===== src/design/sre_pkg.sv =====
// Package for the spike rate encoder: sizes, codes, FSM state type and the
// command/status structs shared by the controller and the datapath.
// No dependencies.
`default_nettype none

package sre_pkg;

  // Neuron store geometry.
  localparam int NEURONS   = 2048;
  localparam int NEURON_AW = $clog2(NEURONS);

  // Fixed field widths of the ports.
  localparam int IDX_W    = 11;
  localparam int WORD_W   = 28;
  localparam int ACT_W    = 16;
  localparam int TIME_W   = 32;
  localparam int POT_W    = 20;
  localparam int CFG_W    = 16;
  localparam int CFG_IW   = 3;
  localparam int CHIP_W   = 8;
  localparam int CORE_W   = 12;
  localparam int AXON_W   = 14;
  localparam int AXWORD_W = 16;
  localparam int EPOCH_W  = 8;
  localparam int THR_W    = 16;
  localparam int NPC_W    = 11;
  localparam int CSTART_W = 7;

  // Packing of activations in a load_packed word.
  localparam int FIELD_BITS      = 7;
  localparam int FIELDS_PER_WORD = 4;
  localparam int FLD_CW          = $clog2(FIELDS_PER_WORD + 1);
  localparam logic [WORD_W-1:0] FIELD_MASK = WORD_W'((64'd1 << FIELD_BITS) - 64'd1);

  // Bias spikes.
  localparam int BIAS_COUNT = 3;
  localparam int BIAS_CW    = $clog2(BIAS_COUNT + 1);
  localparam logic [CHIP_W-1:0] BIAS_CHIP = CHIP_W'(0);

  // Event encoding constants.
  localparam logic [CORE_W-1:0]   CORE_BASE = CORE_W'(4);
  localparam logic [AXWORD_W-1:0] AXON_FLAG = AXWORD_W'(1 << 14);
  localparam logic [EPOCH_W-1:0]  WINDOW    = EPOCH_W'(5);
  localparam logic [POT_W-1:0]    POT_MAX   = {POT_W{1'b1}};

  // Iterative divider sizes.
  localparam int DVD_W = 32;
  localparam int DSR_W = 11;
  localparam int DCNT_W = $clog2(DVD_W + 1);

  typedef enum logic [1:0] {
    ACT_LOAD_PACKED = 2'd0,
    ACT_LOAD_RAW    = 2'd1,
    ACT_NEURON_STEP = 2'd2,
    ACT_BIAS_STEP   = 2'd3
  } action_t;

  typedef enum logic [CFG_IW-1:0] {
    REG_EPOCH_LENGTH    = 3'd0,
    REG_SPIKE_THRESHOLD = 3'd1,
    REG_NEURONS_PER_CORE = 3'd2,
    REG_INPUT_CORE_START = 3'd3,
    REG_INPUT_AXON_START = 3'd4,
    REG_INPUT_CHIP      = 3'd5,
    REG_BIAS_CORE       = 3'd6,
    REG_BIAS_AXON_START = 3'd7
  } cfg_reg_t;

  typedef enum logic [3:0] {
    ST_CLEAR,
    ST_IDLE,
    ST_DISPATCH,
    ST_LOAD,
    ST_PHASE,
    ST_PHASE_WAIT,
    ST_DECIDE,
    ST_UPDATE,
    ST_CORE,
    ST_CORE_WAIT,
    ST_EMIT,
    ST_BIAS
  } state_t;

  // Controller to datapath.
  typedef struct packed {
    logic capture;
    logic clear_wr;
    logic load_wr;
    logic div_phase;
    logic div_core;
    logic phase_take;
    logic pot_update;
    logic emit_neuron;
    logic emit_bias;
    logic bias_next;
  } sre_cmd_t;

  // Datapath to controller.
  typedef struct packed {
    action_t action;
    logic    clear_last;
    logic    load_last;
    logic    div_busy;
    logic    in_window;
    logic    spike;
    logic    out_free;
    logic    bias_hit;
    logic    bias_last;
  } sre_status_t;

endpackage

`default_nettype wire


===== src/design/sre_ctrl.sv =====
// Sequencing state machine of the spike rate encoder.
// Depends on sre_pkg for the state type and the command/status structs.
`default_nettype none

module sre_ctrl
  import sre_pkg::*;
(
  input  wire logic        clk,
  input  wire logic        rst,
  input  wire logic        in_valid,
  output logic             in_ready,
  input  wire sre_status_t st,
  output sre_cmd_t         cmd
);

  state_t state;
  state_t state_next;

  // State register.
  always_ff @(posedge clk) begin
    if (rst) begin
      state <= ST_CLEAR;
    end else begin
      state <= state_next;
    end
  end

  // Next state.
  always_comb begin
    state_next = state;
    unique case (state)
      ST_CLEAR: begin
        if (st.clear_last) state_next = ST_IDLE;
      end
      ST_IDLE: begin
        if (in_valid) state_next = ST_DISPATCH;
      end
      ST_DISPATCH: begin
        if (st.action == ACT_LOAD_PACKED || st.action == ACT_LOAD_RAW) begin
          state_next = ST_LOAD;
        end else begin
          state_next = ST_PHASE;
        end
      end
      ST_LOAD: begin
        if (st.load_last) state_next = ST_IDLE;
      end
      ST_PHASE: state_next = ST_PHASE_WAIT;
      ST_PHASE_WAIT: begin
        if (!st.div_busy) state_next = ST_DECIDE;
      end
      ST_DECIDE: begin
        if (st.action == ACT_BIAS_STEP) begin
          state_next = ST_BIAS;
        end else if (st.in_window) begin
          state_next = ST_UPDATE;
        end else begin
          state_next = ST_IDLE;
        end
      end
      ST_UPDATE: begin
        state_next = st.spike ? ST_CORE : ST_IDLE;
      end
      ST_CORE: state_next = ST_CORE_WAIT;
      ST_CORE_WAIT: begin
        if (!st.div_busy) state_next = ST_EMIT;
      end
      ST_EMIT: begin
        if (st.out_free) state_next = ST_IDLE;
      end
      ST_BIAS: begin
        if (st.bias_last && (!st.bias_hit || st.out_free)) state_next = ST_IDLE;
      end
      default: state_next = ST_IDLE;
    endcase
  end

  // Commands to the datapath.
  always_comb begin
    cmd      = '0;
    in_ready = 1'b0;
    unique case (state)
      ST_CLEAR: cmd.clear_wr = 1'b1;
      ST_IDLE: begin
        in_ready    = 1'b1;
        cmd.capture = in_valid;
      end
      ST_DISPATCH: ;
      ST_LOAD: cmd.load_wr = 1'b1;
      ST_PHASE: cmd.div_phase = 1'b1;
      ST_PHASE_WAIT: cmd.phase_take = !st.div_busy;
      ST_DECIDE: ;
      ST_UPDATE: cmd.pot_update = 1'b1;
      ST_CORE: cmd.div_core = st.spike;
      ST_CORE_WAIT: ;
      ST_EMIT: cmd.emit_neuron = st.out_free;
      ST_BIAS: begin
        // A masked-out bias slot is skipped without waiting on the output.
        cmd.emit_bias = st.bias_hit && st.out_free;
        cmd.bias_next = !st.bias_hit || st.out_free;
      end
      default: ;
    endcase
  end

endmodule

`default_nettype wire


===== config.mk =====
export PLATFORM = sky130hd
export DESIGN_NAME = sre_ctrl
export DESIGN_NICKNAME = d
export VERILOG_FILES = /design/src/design/sre_pkg.sv /design/src/design/sre_ctrl.sv
export SDC_FILE = /design/constraint.sdc
export NUM_CORES = 1
export LEC_CHECK = 0
export ABC_AREA = 0
export ABC_CLOCK_PERIOD_IN_PS = 1700
export BUFFER_PORTS_ARGS = -buffer_cell sky130_fd_sc_hd__buf_4
export CAP_MARGIN = 20
export CORE_AREA = 3 3 40 42
export CTS_CLUSTER_SIZE = 30
export DETAILED_ROUTE_END_ITERATION = 6
export DIE_AREA = 0 0 43 45
export PLACE_DENSITY_LB_ADDON = 0.12
export SYNTH_ARGS = -nofsm -noshare
export SYNTH_HDL_FRONTEND = slang
export SYNTH_SLANG_ARGS = --single-unit

===== constraint.sdc =====
create_clock -name clk -period 1.7 [get_ports clk]
set_input_delay 0.255 -clock clk [delete_from_list [all_inputs] [get_ports clk]]
set_output_delay 0.255 -clock clk [all_outputs]
set_load 0.01 [all_outputs]

## After elaboration in Yosys (flattened, before gate mapping)

Index checks and enable logic that the tools add are counted.

| cells by class | value |
|---|---|
| equal/unequal tests | 20 |
| mux-type cells | 22 |
| reduce and logical (&&, ||, !) cells | 9 |

Operators by type and width:

| cell | number |
|---|---|
| $pmux W4 S12 | 1 |
| $mux W4 | 9 |
| $eq A4 B3 Y1 const B | 4 |
| $eq A4 B4 Y1 const B | 4 |
| $ne A2 B2 Y1 const B | 7 |
| $mux W1 | 9 |
| $eq A4 B2 Y1 const B | 2 |
| $reduce_and A7 Y1 | 1 |
| $mux W3 | 2 |
| $eq A4 B1 Y1 const B | 1 |
| $logic_not A4 Y1 | 1 |
| $eq A2 B1 Y1 const B | 1 |
| $eq A2 B2 Y1 const B | 1 |
| $logic_and A1 B1 Y1 | 2 |
| $logic_not A1 Y1 | 2 |
| $logic_not A2 Y1 | 1 |
| $logic_or A1 B1 Y1 | 2 |
| $mux W2 | 1 |

| storage, ports and cells | value |
|---|---|
| bits of input ports | 13 |
| output and inout bits | 11 |
| word-level logic and storage cells | 52 |
| bits in registers | 4 |

## Depth between registers and ports, before layout

Gate-level depths: netlist of run 1.

| logic depth | value |
|---|---|
| word-level depth | 5 |
| gate-level depth with buffers | 5 |
| gate-level depth less buffers | 4 |

## Worst setup path before layout of run 1

Ideal clock, no wire load.

| timing path | value |
|---|---|
| kind | register to register |
| from | register state[3] |
| to | register state[1] |
| arrival | 1309 ps |
| slack | 272 ps |
| data required time | 1581 ps |
| stages on the path, launching flop included | 6 |
| buffers on the path | 1 |
| period minus slack after synthesis | 1428 ps |
| setup time | 119 ps |
| cells stage by stage | dfxtp_1 -> buf_4 -> nor2_1 -> and3_1 -> or3_1 -> o221a_1 |

| between the ends | value |
|---|---|
| cells in the longest elaborated chain, start to end | 3 |
| elaborated cells between the ends (all ways) | 21 |
| classes of those cells | eq/ne: 18; mux: 1; reduce/logical: 2 |

Ends and longest elaborated chain:

| what | line | source |
|---|---|---|
| start, declared | sre_ctrl.sv:16 | `state_t state;` |
| start signal, assigned | sre_ctrl.sv:24 | `state <= state_next;` |
| $eq A4 B4 Y1, or another cell as far along | sre_ctrl.sv:31 | `unique case (state)` |
| $ne A2 B2 Y1 (no source line) | n/a |  |
| $reduce_and A7 Y1 (no source line) | n/a |  |

Parallel ways exist; a longest one is shown, timed or not.
A chain may end at the register's enable or synchronous reset.

==> run summary, run 1 <==
The type of the worst setup path is reg -> out. The number of nets in the synthesized netlist is 73. The total count of hold-check failures in the final report was 0. Dividing the detail-routed via count by the number of cells gives 5.38. STA classifies the critical path startpoint as a flip-flop. The post-CTS setup buffer count came out at 0.

The total routing usage reported by global routing came out at 0.136. Yosys attributes the largest share of cell area to sky130_fd_sc_hd__dfxtp_1 19%, sky130_fd_sc_hd__nor3_1 7.1%, sky130_fd_sc_hd__a21oi_1 5.9%, sky130_fd_sc_hd__nand2b_1 5.9%, sky130_fd_sc_hd__a22o_1 4.1%. The clock arrives with 0.00530 ns of skew. The cell area after layout came out at 649 µm². For this configuration, the core starts out at a cell density of 0.331. The slowest stage of the critical path is the sky130_fd_sc_hd__dfxtp_1 cell.

Traced cell by cell, the critical path runs through nand2b_1 > nor4b_1 > buf_4. The largest driver fanout on the critical path came out at 9. The total number of H-tree levels is 1. The instance count along the most critical hold path is 2. Entering global routing, the biggest net connects 10 pins. The tree is rooted in a sky130_fd_sc_hd__clkbuf_4. The clock transition at the registers of the reported paths came out at 0.03 ns. The vias after detailed routing came out at 543. The CTS buffer count is 3. The count of boundary I/O pins came out at 24.

The relative area change from synthesis to final layout is 52.6%. The remaining design rule violation count is 0. The biggest area contributor in the post-synthesis netlist is sky130_fd_sc_hd__dfxtp_1. The first-pass iteration count of the detailed router is 4.

The areal power density over the cells came out at 1220 nW/µm². The number of buffer and inverter instances along the worst setup path came out at 1. The first global-routing pass estimated 2080 µm of wire. The maximum buffer depth of the clock tree is 2. The number of buffers inserted by port buffering is 23. For this run, asynchronously set or reset flops after synthesis account for 0. Setup repair after global routing left no endpoint under its margin. The arrival time at the worst endpoint is 1.32 ns. The instance count of the mapped netlist came out at 60.

Counting flops per register, the top entry is state. The synthesized design contains 4 register bits. The worst setup path is captured at a primary output. The startpoint of the worst-slack reg-to-reg timing path is state[3].

The source-to-sink clock delay at the later pin of the worst-skew pair is 0.23 ns. Max-cap violations in this run came to 0. The startpoint identified for the worst hold timing path is rst. The final standard cell utilization of the core is 0.505.

The final period demand of the worst path came out at 1.58 ns. The worst hold margin is 0.208 ns. The layout cell share with drive strength beyond 1 came out at 0.395. The max-slew headroom at the worst pin is 0.768. The worst setup path startpoint is state[3]. For this design, the sink count on the clock tree is 4. The share of the synthesized area in the top cell type came out at 0.188.

The cell count of the worst reg-to-reg path is 4. The number of max-slew violations in the final report came to 0. For this block, the initial DRC count from the detailed router was 15. Summed over all cells, the static leakage comes to 0.295 nW. The routed wire length per instance is 12.6 µm.

The overall die width is 43 µm. The number of flip-flops under the largest register name came out at 4. The placeable core region came out at 1280 µm². The distinct cell type count after synthesis is 32. The routed wire length came out at 1280 µm. The number of rows created at floorplan is 13. The cell family with the largest share of critical-path delay is flip-flops.

The number of antenna violations at the first check in global routing came out at 0. The Yosys step of the flow raised 0 warnings. Setup violations remaining at the end of the flow were counted as 0. The maximum resistive drop on vdd is 0.426 mV.

The area of the die came out at 1940 µm². The largest stage delay on the critical path is 0.48 ns. Routability-driven placement finished with a final weighted congestion of 0.732. Among all flip-flop cells after synthesis, the most frequent one is sky130_fd_sc_hd__dfxtp_1. The worst hold path terminates at state[3]. The placed cell area came out at 626 µm². The summed negative setup slack over all endpoints came out at 0 ns. The via count of the first global-routing pass is 508.

The final critical-path share of the clock period is 0.928. The class of the tightest hold or removal check is in -> reg. The number of nets still failing antenna checks after routing is 0.

The count of instances resized after the clock tree is built is 0. For this run the aggregate overflow at the end of global routing stands at 0. TritonCTS built the clock tree.

The height of the die is 45 µm. The highest attainable clock frequency came out at 634 MHz. The average size of a mapped cell is 7.09 µm². The flow ran to the end, and the final reports show no timing, DRC or antenna violations. The largest registers in the layout are state x4.

The number of hold-repair buffers added at the cts stage came out at 0. The internal reg-to-reg setup slack came out at 0.15 ns. The library cell used most frequently in the layout, excluding fill and tap cells, is sky130_fd_sc_hd__buf_4. Data on the critical path is required at its endpoint by 1.44 ns.

In this run the critical register-to-register path is captured at state[1]. The number of synthesized flops with an enable pin is 0. The synthesized cell area came out at 425 µm². In the final design database the tool counted 101 nets. The estimated wirelength of the detail-placed design came out at 1030 µm. At the pin with the least slew margin, the transition time is 0.347 ns. The sequential fraction of the synthesis area came out at 0.188. The library cells used most frequently in the layout, excluding fill and tap cells, are 27 x sky130_fd_sc_hd__buf_4, 6 x sky130_fd_sc_hd__nor3_1, 5 x sky130_fd_sc_hd__a21oi_1. The count of antenna diodes in the layout is 0.
worst max path at each step:
stage	to	slack, ns	cells after the start
finish	cmd[5]	0.12	3
global route	cmd[5]	0.04	3
CTS	cmd[2]	0.03	4
detailed placement	state[1]	0.16	4
global placement	state[1]	0.20	4
floorplan	state[1]	0.27	5
worst reg2reg max path: cells and delay by family (launching register included):
| kind | cells | cell delay, ns |
|---|---|---|
| and+or+nand+nor | 1 | 0.39 |
| AOI/OAI and AO/OA | 3 | 0.66 |
| DFF | 1 | 0.38 |
synthesized netlist by cell type (2+ instances only):
library cell,instances
sky130_fd_sc_hd__a22o_1,2
sky130_fd_sc_hd__nor3_1,6
sky130_fd_sc_hd__buf_2,2
sky130_fd_sc_hd__inv_1,3
sky130_fd_sc_hd__or3_1,2
sky130_fd_sc_hd__dfxtp_1,4
sky130_fd_sc_hd__nor4_1,2
sky130_fd_sc_hd__nand2_1,4
sky130_fd_sc_hd__nor2b_1,2
sky130_fd_sc_hd__nor2_1,4
sky130_fd_sc_hd__nand2b_1,4
sky130_fd_sc_hd__a21oi_1,5
metrics by stage:
stage	cells	worst slack [ns]	total power, mW
after global routing	101	0.0383	0.860
after detailed placement	98	0.158	0.676
after global placement	98	0.204	0.671
after floorplan	60	0.272	0.495
final	101	0.123	0.793
after CTS	101	0.0344	0.798
final cells by class:
class,instances,area (µm²)
tap,15,18.8
timing repair buffer,27,203
multi-input combinational,48,309
clock buffer,3,22.5
sequential,4,81.3
inverter,4,15.0
fill,141,636
logic make-up (layout without fill, tap and decap cells):
logic type / count (synthesis) / after routing / share of synthesized area
AND/OR/NAND/NOR: 30 / 30 / 0.388
buffers and inverters: 8 / 34 / 0.0853
flip-flops: 4 / 4 / 0.188
multiplexers: 1 / 1 / 0.0235
AO/OA/AOI/OAI: 17 / 17 / 0.315
layer usage:
layer,global-route usage,up-vias,wire length (µm)
li1,-,279,-
met1,0.159,242,544
met5,0,-,0
met4,0.0181,0,0
met3,0.0319,0,103
met2,0.257,22,628
report_power, final:
part	switching [mW]	internal, mW
clock	0.0373	0.0789
combinational	0.240	0.254
sequential	0.0555	0.126
Power figures use the tool's default switching activity.
==> run 2: changes to the inputs <==
==> constraint.sdc (replaced) <==
create_clock -name clk -period 1.7 [get_ports clk]
set_input_delay 0.255 -clock clk [delete_from_list [all_inputs] [get_ports clk]]
set_output_delay 0.255 -clock clk [all_outputs]
set_load 0.05 [all_outputs]
==> run summary, run 2 (same netlist as run 1, synthesis figures left out) <==
The height of the die is 45 µm (unchanged). The clock transition at the registers of the reported paths came to 0.04 ns (was 0.03 ns). The highest routing layer actually used is met3 (unchanged). The length of routed met2 wiring is 583 µm (was 628 µm).

The cell area after layout is 723 µm² (was 649 µm²). The total routing usage reported by global routing is 0.144 (was 0.136). The areal power density over the cells came to 1400 nW/µm² (was 1220 nW/µm²). The endpoint of the worst-slack reg-to-reg timing path is state[1] (unchanged). The pin slew with the least headroom to its limit came to 0.375 ns (was 0.347 ns). The vias after detailed routing was 535 (was 543). The startpoint of the worst-slack reg-to-reg timing path is state[1] (was state[3]). The routed wire length came out at 1250 µm (was 1280 µm). The pin count of the biggest net entering global routing is 10 (unchanged). The estimated wirelength of the detail-placed design was 1010 µm (was 1030 µm).

The final global-route overflow total is 0 (unchanged). The via count of the first global-routing pass is 502 (was 508). The weighted congestion at the end of routability-driven global placement came out at 0.744 (was 0.732). The count of boundary I/O pins came to 24 (unchanged). The arrival time at the worst endpoint came out at 1.37 ns (was 1.32 ns). The violation count after the first detailed-routing iteration is 6 (was 15). The worst path required time came out at 1.44 ns (about the same).

The cell count of the worst reg-to-reg path came out at 4 (unchanged). Highest-count cells in the layout ignoring fill and taps: 29 x sky130_fd_sc_hd__buf_4, 5 x sky130_fd_sc_hd__a21oi_1 (was 27 x sky130_fd_sc_hd__buf_4, 6 x sky130_fd_sc_hd__nor3_1, 5 x sky130_fd_sc_hd__a21oi_1). The count of antenna diodes in the layout came out at 0 (unchanged). The area of the die is 1940 µm² (unchanged). The first-pass iteration count of the detailed router is 4 (unchanged). The endpoint class of the critical path is a primary output (unchanged). The capturing element of the worst setup path is cmd[5] (unchanged). The post-CTS setup buffer count was 0 (unchanged). The maximum buffer depth of the clock tree is 2 (unchanged). The wire length of the first global-routing pass came out at 2170 µm (was 2080 µm). The routed wire length per instance is 12.1 µm (was 12.6 µm).

The number of rows created at floorplan was 13 (unchanged). The leakage power total is 0.320 nW (was 0.295 nW). The final setup skew is 0.00144 ns (was 0.00530 ns). The total number of clock tree sinks is 4 (unchanged). The met3 wire length is 80 µm (was 103 µm). The source-to-sink clock delay at the later pin of the worst-skew pair was 0.23 ns (about the same). The number of flip-flops under the largest register name came out at 4 (unchanged). The maximum resistive drop on vdd came to 0.643 mV (was 0.426 mV). The number of hold-repair buffers added at the cts stage came to 0 (unchanged). The number of max-cap violations is 0 (unchanged). The buffer cell driving the clock tree root was sky130_fd_sc_hd__clkbuf_4 (unchanged).

The type of the worst setup path was reg -> out (unchanged). The layout cell share with drive strength beyond 1 came to 0.534 (was 0.395). The number of max-slew violations in the final report is 0 (unchanged). The internal reg-to-reg setup slack came out at 0.18 ns (was 0.15 ns).

The relative area change from synthesis to final layout is 70.0% (was 52.6%). The largest register by flop count is state (unchanged). The class of the tightest hold or removal check was in -> reg (unchanged). The worst setup path startpoint is state[2] (was state[3]). The worst hold margin was 0.208 ns (about the same). The number of antenna violations at the first check in global routing was 0 (unchanged). The type of origin of the critical path is a flip-flop (unchanged). The highest attainable clock frequency was 615 MHz (was 634 MHz). The via density per instance is 5.19 (was 5.38). The number of nets still failing antenna checks after routing came out at 0 (unchanged). The overall die width is 43 µm (unchanged).

The final period demand of the worst path was 1.63 ns (was 1.58 ns). The largest driver fanout on the critical path is 7 (was 9). Status: completed (unchanged). The total count of hold-check failures in the final report is 0 (unchanged).

Biggest registers after layout: state x4 (unchanged). The max-slew headroom at the worst pin is 0.750 (was 0.768). The summed negative setup slack over all endpoints came out at 0 ns (unchanged). The placeable core region is 1280 µm² (unchanged). The CTS buffer count came out at 3 (unchanged). The instance count along the most critical hold path came out at 2 (unchanged). The total power came out at 1.01 mW (was 0.793 mW).

The total number of H-tree levels came to 1 (unchanged). The layout net count came out at 103 (was 101). The most common library cell in the layout ignoring fill and taps is sky130_fd_sc_hd__buf_4 (unchanged). The total routed wire length on the met1 layer came out at 585 µm (was 544 µm). RSZ-0062 raised after global routing: no (unchanged). The final setup violation count came out at 0 (unchanged).

The CTS tree was done (unchanged). The remaining design rule violation count is 0 (unchanged). The placed cell area was 696 µm² (was 626 µm²).

The number of buffers inserted by port buffering is 23 (unchanged). The final critical-path share of the clock period is 0.956 (was 0.928). The starting utilization of the core area came out at 0.331 (unchanged).
## run 2: changes by cell type in the layout (fill, tap and decap cells not counted), sizes merged
cell / delta
buf: +2
## run 2: worst min-delay path by stage
stage	start	endpoint
finish	rst	state[3]
global route	rst	state[3]
CTS	rst	state[3]
detailed placement	rst	state[3]
global placement	rst	state[3]
floorplan	rst	state[3]
## run 2: worst max-delay path, stage by stage (launching register included)
cell                       delay, ns
sky130_fd_sc_hd__dfxtp_2        0.35
sky130_fd_sc_hd__nand2b_1       0.17
sky130_fd_sc_hd__buf_4          0.16
sky130_fd_sc_hd__nor4b_2        0.23
sky130_fd_sc_hd__buf_4          0.23
## run 2: metal layers
| layer | vias up | GRT usage |
|---|---|---|
| met2 | 19 | 0.249 |
| li1 | 285 | - |
| met3 | 0 | 0.0120 |
| met5 | - | 0 |
| met4 | 0 | 0.0542 |
| met1 | 231 | 0.187 |
## run 2: what timing repair did
item,in CTS,in global routing
pin swaps,0,0
resized for setup,2,2
setup endpoints to repair,2,2
## run 2: area by class of cell
cell class,instances,area (µm²)
Fill cell,124,562
Multi-Input combinational cell,48,364
Timing Repair Buffer,29,218
Sequential cell,4,85.1
Clock buffer,3,22.5
Tap cell,15,18.8
Inverter,4,15.0
## run 2: power by group
| group | internal [mW] | switching (mW) | leakage [nW] |
|---|---|---|---|
| clock | 0.0787 | 0.0344 | 0.0138 |
| sequential | 0.130 | 0.0572 | 0.0344 |
| combinational | 0.279 | 0.429 | 0.272 |
| total | 0.488 | 0.521 | 0.320 |
## run 2: through the flow
stage,util,cells,setup WS [ns]
floorplan,-,60,-0.144
global placement,0.541,100,0.183
detailed placement,0.541,100,0.161
CTS,0.561,103,0.0267
global route,0.563,103,0.00492
finish,0.563,103,0.0745
==> run 3: changes to the inputs <==
- CELL_PAD_IN_SITES_DETAIL_PLACEMENT: default -> 1
- CELL_PAD_IN_SITES_GLOBAL_PLACEMENT: default -> 1
- CORE_AREA: 3 3 40 42 -> default
- CORE_MARGIN: default -> 3
- CORE_UTILIZATION: default -> 27
- DIE_AREA: 0 0 43 45 -> default
- PLACE_DENSITY: default -> 0.7
- PLACE_DENSITY_LB_ADDON: 0.12 -> default
==> run summary, run 3 (same netlist as run 1, synthesis figures left out) <==
Biggest registers after layout: state x4 (unchanged). The beginning of the worst hold path is rst (unchanged). The highest attainable clock frequency is 618 MHz (was 615 MHz). The starting utilization of the core area is 0.308 (was 0.331).

The height of the die is 45.7 µm (was 45 µm). The final setup violation count came out at 0 (unchanged). The summed negative setup slack over all endpoints is 0 ns (unchanged). Highest-count cells in the layout ignoring fill and taps: 30 x sky130_fd_sc_hd__buf_4, 5 x sky130_fd_sc_hd__a21oi_1, 4 x sky130_fd_sc_hd__nand2_1, 4 x sky130_fd_sc_hd__nor2_1 (was 29 x sky130_fd_sc_hd__buf_4, 5 x sky130_fd_sc_hd__a21oi_1). The startpoint of the worst-slack reg-to-reg timing path is state[3] (was state[1]).

The violation count after the first detailed-routing iteration is 9 (was 6). The total routed wire length on the met1 layer is 697 µm (was 585 µm). The overall die width came out at 45.7 µm (was 43 µm). The number of antenna violations at the first check in global routing is 0 (unchanged). The via count of the first global-routing pass came out at 614 (was 502). The count of non-filler cells in the finished layout came to 105 (was 103). The post-CTS setup buffer count is 0 (unchanged). The count of boundary I/O pins came out at 24 (unchanged). The number of rows created at floorplan was 13 (unchanged). The endpoint of the worst-slack reg-to-reg timing path is state[1] (unchanged).

The first-pass iteration count of the detailed router came out at 4 (unchanged). The met3 wire length was 83 µm (was 80 µm). The most common library cell in the layout ignoring fill and taps is sky130_fd_sc_hd__buf_4 (unchanged).

The area occupied by multi-input gates is 372 µm² (was 364 µm²). The number of max-slew violations in the final report is 0 (unchanged). The remaining design rule violation count came out at 0 (unchanged). RSZ-0062 raised after global routing: no (unchanged). The instance count along the most critical hold path came out at 2 (unchanged).

The total number of clock tree sinks is 4 (unchanged). The worst path required time is 1.83 ns (was 1.44 ns). The CTS tree is done (unchanged). The slowest cell on the critical path was sky130_fd_sc_hd__dfxtp_2 (unchanged). The routed wire length per instance came out at 16.4 µm (was 12.1 µm). The placed cell area came out at 711 µm² (was 696 µm²).

The via density per instance is 5.55 (was 5.19). The max-slew headroom at the worst pin was 0.719 (was 0.750). The cell area after layout is 748 µm² (was 723 µm²). The vias after detailed routing came to 583 (was 535). The area of the die came out at 2090 µm² (was 1940 µm²). The type of the worst setup path is reg -> reg (was reg -> out).

The leakage power total is 0.331 nW (was 0.320 nW). The arrival time at the worst endpoint is 1.74 ns (was 1.37 ns). The count of filler cells inserted in the layout came out at 181 (was 124). The number of buffers inserted by port buffering is 23 (unchanged).

The source-to-sink clock delay at the later pin of the worst-skew pair came to 0.24 ns (was 0.23 ns). The maximum buffer depth of the clock tree came out at 2 (unchanged). The wire length of the first global-routing pass came out at 2620 µm (was 2170 µm).

The type of origin of the critical path is a flip-flop (unchanged). The CTS buffer count came out at 3 (unchanged). The cell total after placement is 102 (was 100). The number of flip-flops under the largest register name came out at 4 (unchanged).

The placeable core region is 1380 µm² (was 1280 µm²). The largest register by flop count is state (unchanged). The relative area change from synthesis to final layout is 75.9% (was 70.0%). The endpoint class of the critical path is a flip-flop (was primary output). The pin count of the biggest net entering global routing came out at 12 (was 10). The final critical-path share of the clock period is 0.951 (was 0.956). The internal reg-to-reg setup slack is 0.08 ns (was 0.18 ns). The highest routing layer actually used is met4 (was met3). The cell count of the worst reg-to-reg path was 4 (unchanged). The total routing usage reported by global routing came out at 0.179 (was 0.144).

The final global-route overflow total is 0 (unchanged). The final setup skew came to 0.00389 ns (was 0.00144 ns). The worst min-delay path endpoint is state[3] (unchanged).

The clock transition at the registers of the reported paths came out at 0.04 ns (about the same). The areal power density over the cells is 1450 nW/µm² (was 1400 nW/µm²). The final period demand of the worst path is 1.62 ns (was 1.63 ns).

The total number of H-tree levels was 1 (unchanged). The pin slew with the least headroom to its limit came out at 0.421 ns (was 0.375 ns). Worst path cell trace: or3_1 > a211oi_2 > a2111oi_2 > o221a_1 (was nand2b_1 > buf_4 > nor4b_2 > buf_4).

The total power is 1.09 mW (was 1.01 mW). Status: completed (unchanged). The length of routed met2 wiring is 926 µm (was 583 µm).

The sequential cell area in the final layout came out at 83.8 µm² (was 85.1 µm²). The maximum resistive drop on vdd came out at 0.695 mV (was 0.643 mV). The largest driver fanout on the critical path came to 10 (was 7). The buffer cell driving the clock tree root is sky130_fd_sc_hd__clkbuf_4 (unchanged). The number of nets still failing antenna checks after routing is 0 (unchanged). The layout net count came to 105 (was 103). The count of antenna diodes in the layout came out at 0 (unchanged). The largest stage delay on the critical path came to 0.39 ns (was 0.35 ns).

The total count of hold-check failures in the final report came out at 0 (unchanged). The weighted congestion at the end of routability-driven global placement came to 0.806 (was 0.744). The class of the tightest hold or removal check is in -> reg (unchanged). The routed wire length came to 1730 µm (was 1250 µm). The number of max-cap violations came out at 0 (unchanged). The estimated wirelength of the detail-placed design is 1350 µm (was 1010 µm). The layout cell share with drive strength beyond 1 is 0.544 (was 0.534).
## run 3: cell types whose count changed in the layout (fill, tap and decap cells not counted)
cell                       previous run  this run
sky130_fd_sc_hd__buf_4               29        30
sky130_fd_sc_hd__dfxtp_2              4         3
sky130_fd_sc_hd__nand2b_4             0         1
sky130_fd_sc_hd__nand2b_1             4         3
sky130_fd_sc_hd__buf_6                0         1
sky130_fd_sc_hd__dfxtp_1              0         1
## run 3: final cells by class
cell class                 instances  area share
multi-input combinational         48       0.497
timing repair buffer              31       0.316
sequential                         4       0.112
clock buffer                       3      0.0301
tap                               15      0.0251
inverter                           4      0.0201
## run 3: timing repair
item	CTS	global route
cloned	0	0
hold buffers	0	0
endpoints found under the hold margin	0	0
gates resized for setup	3	2
endpoints found under the setup margin	2	3
## run 3: report_power, final
group / switching (mW) / leakage, nW / total [mW] / internal, mW
clock: 0.0476 / 0.0138 / 0.127 / 0.0796
combinational: 0.468 / 0.283 / 0.778 / 0.311
sequential: 0.0535 / 0.0341 / 0.181 / 0.128
## run 3: through the flow
stage               utilization  worst slack [ns]  hold WS, ns
global placement          0.514             0.148        0.451
finish                    0.541            0.0830        0.193
global route              0.541            0.0286        0.203
detailed placement        0.514            0.0782        0.451
CTS                       0.535            0.0323        0.183
floorplan                     -            -0.144        0.324
## run 3: how the worst max path moves through the flow
stage,startpoint,depth (start not counted),endpoint
5_1_grt,state[3],4,state[1]
3_5_place_dp,state[3],4,state[1]
6_report,state[3],4,state[1]
4_1_cts,state[2],4,cmd[2]
3_3_place_gp,state[3],4,state[1]
2_1_floorplan,state[0],2,cmd[5]
## run 3: metal layers
metal  vias up  global-route usage
met4         0              0.0682
li1        285                   -
met3         2              0.0514
met1       276               0.184
met2        20               0.334
met5         -                   0
## run 3: worst max-delay path: cells and delay by family, from the launching register on
family	cells	cell delay, ns
AOI/OAI and AO/OA	3	0.73
and+or+nand+nor	1	0.38
DFF	1	0.39
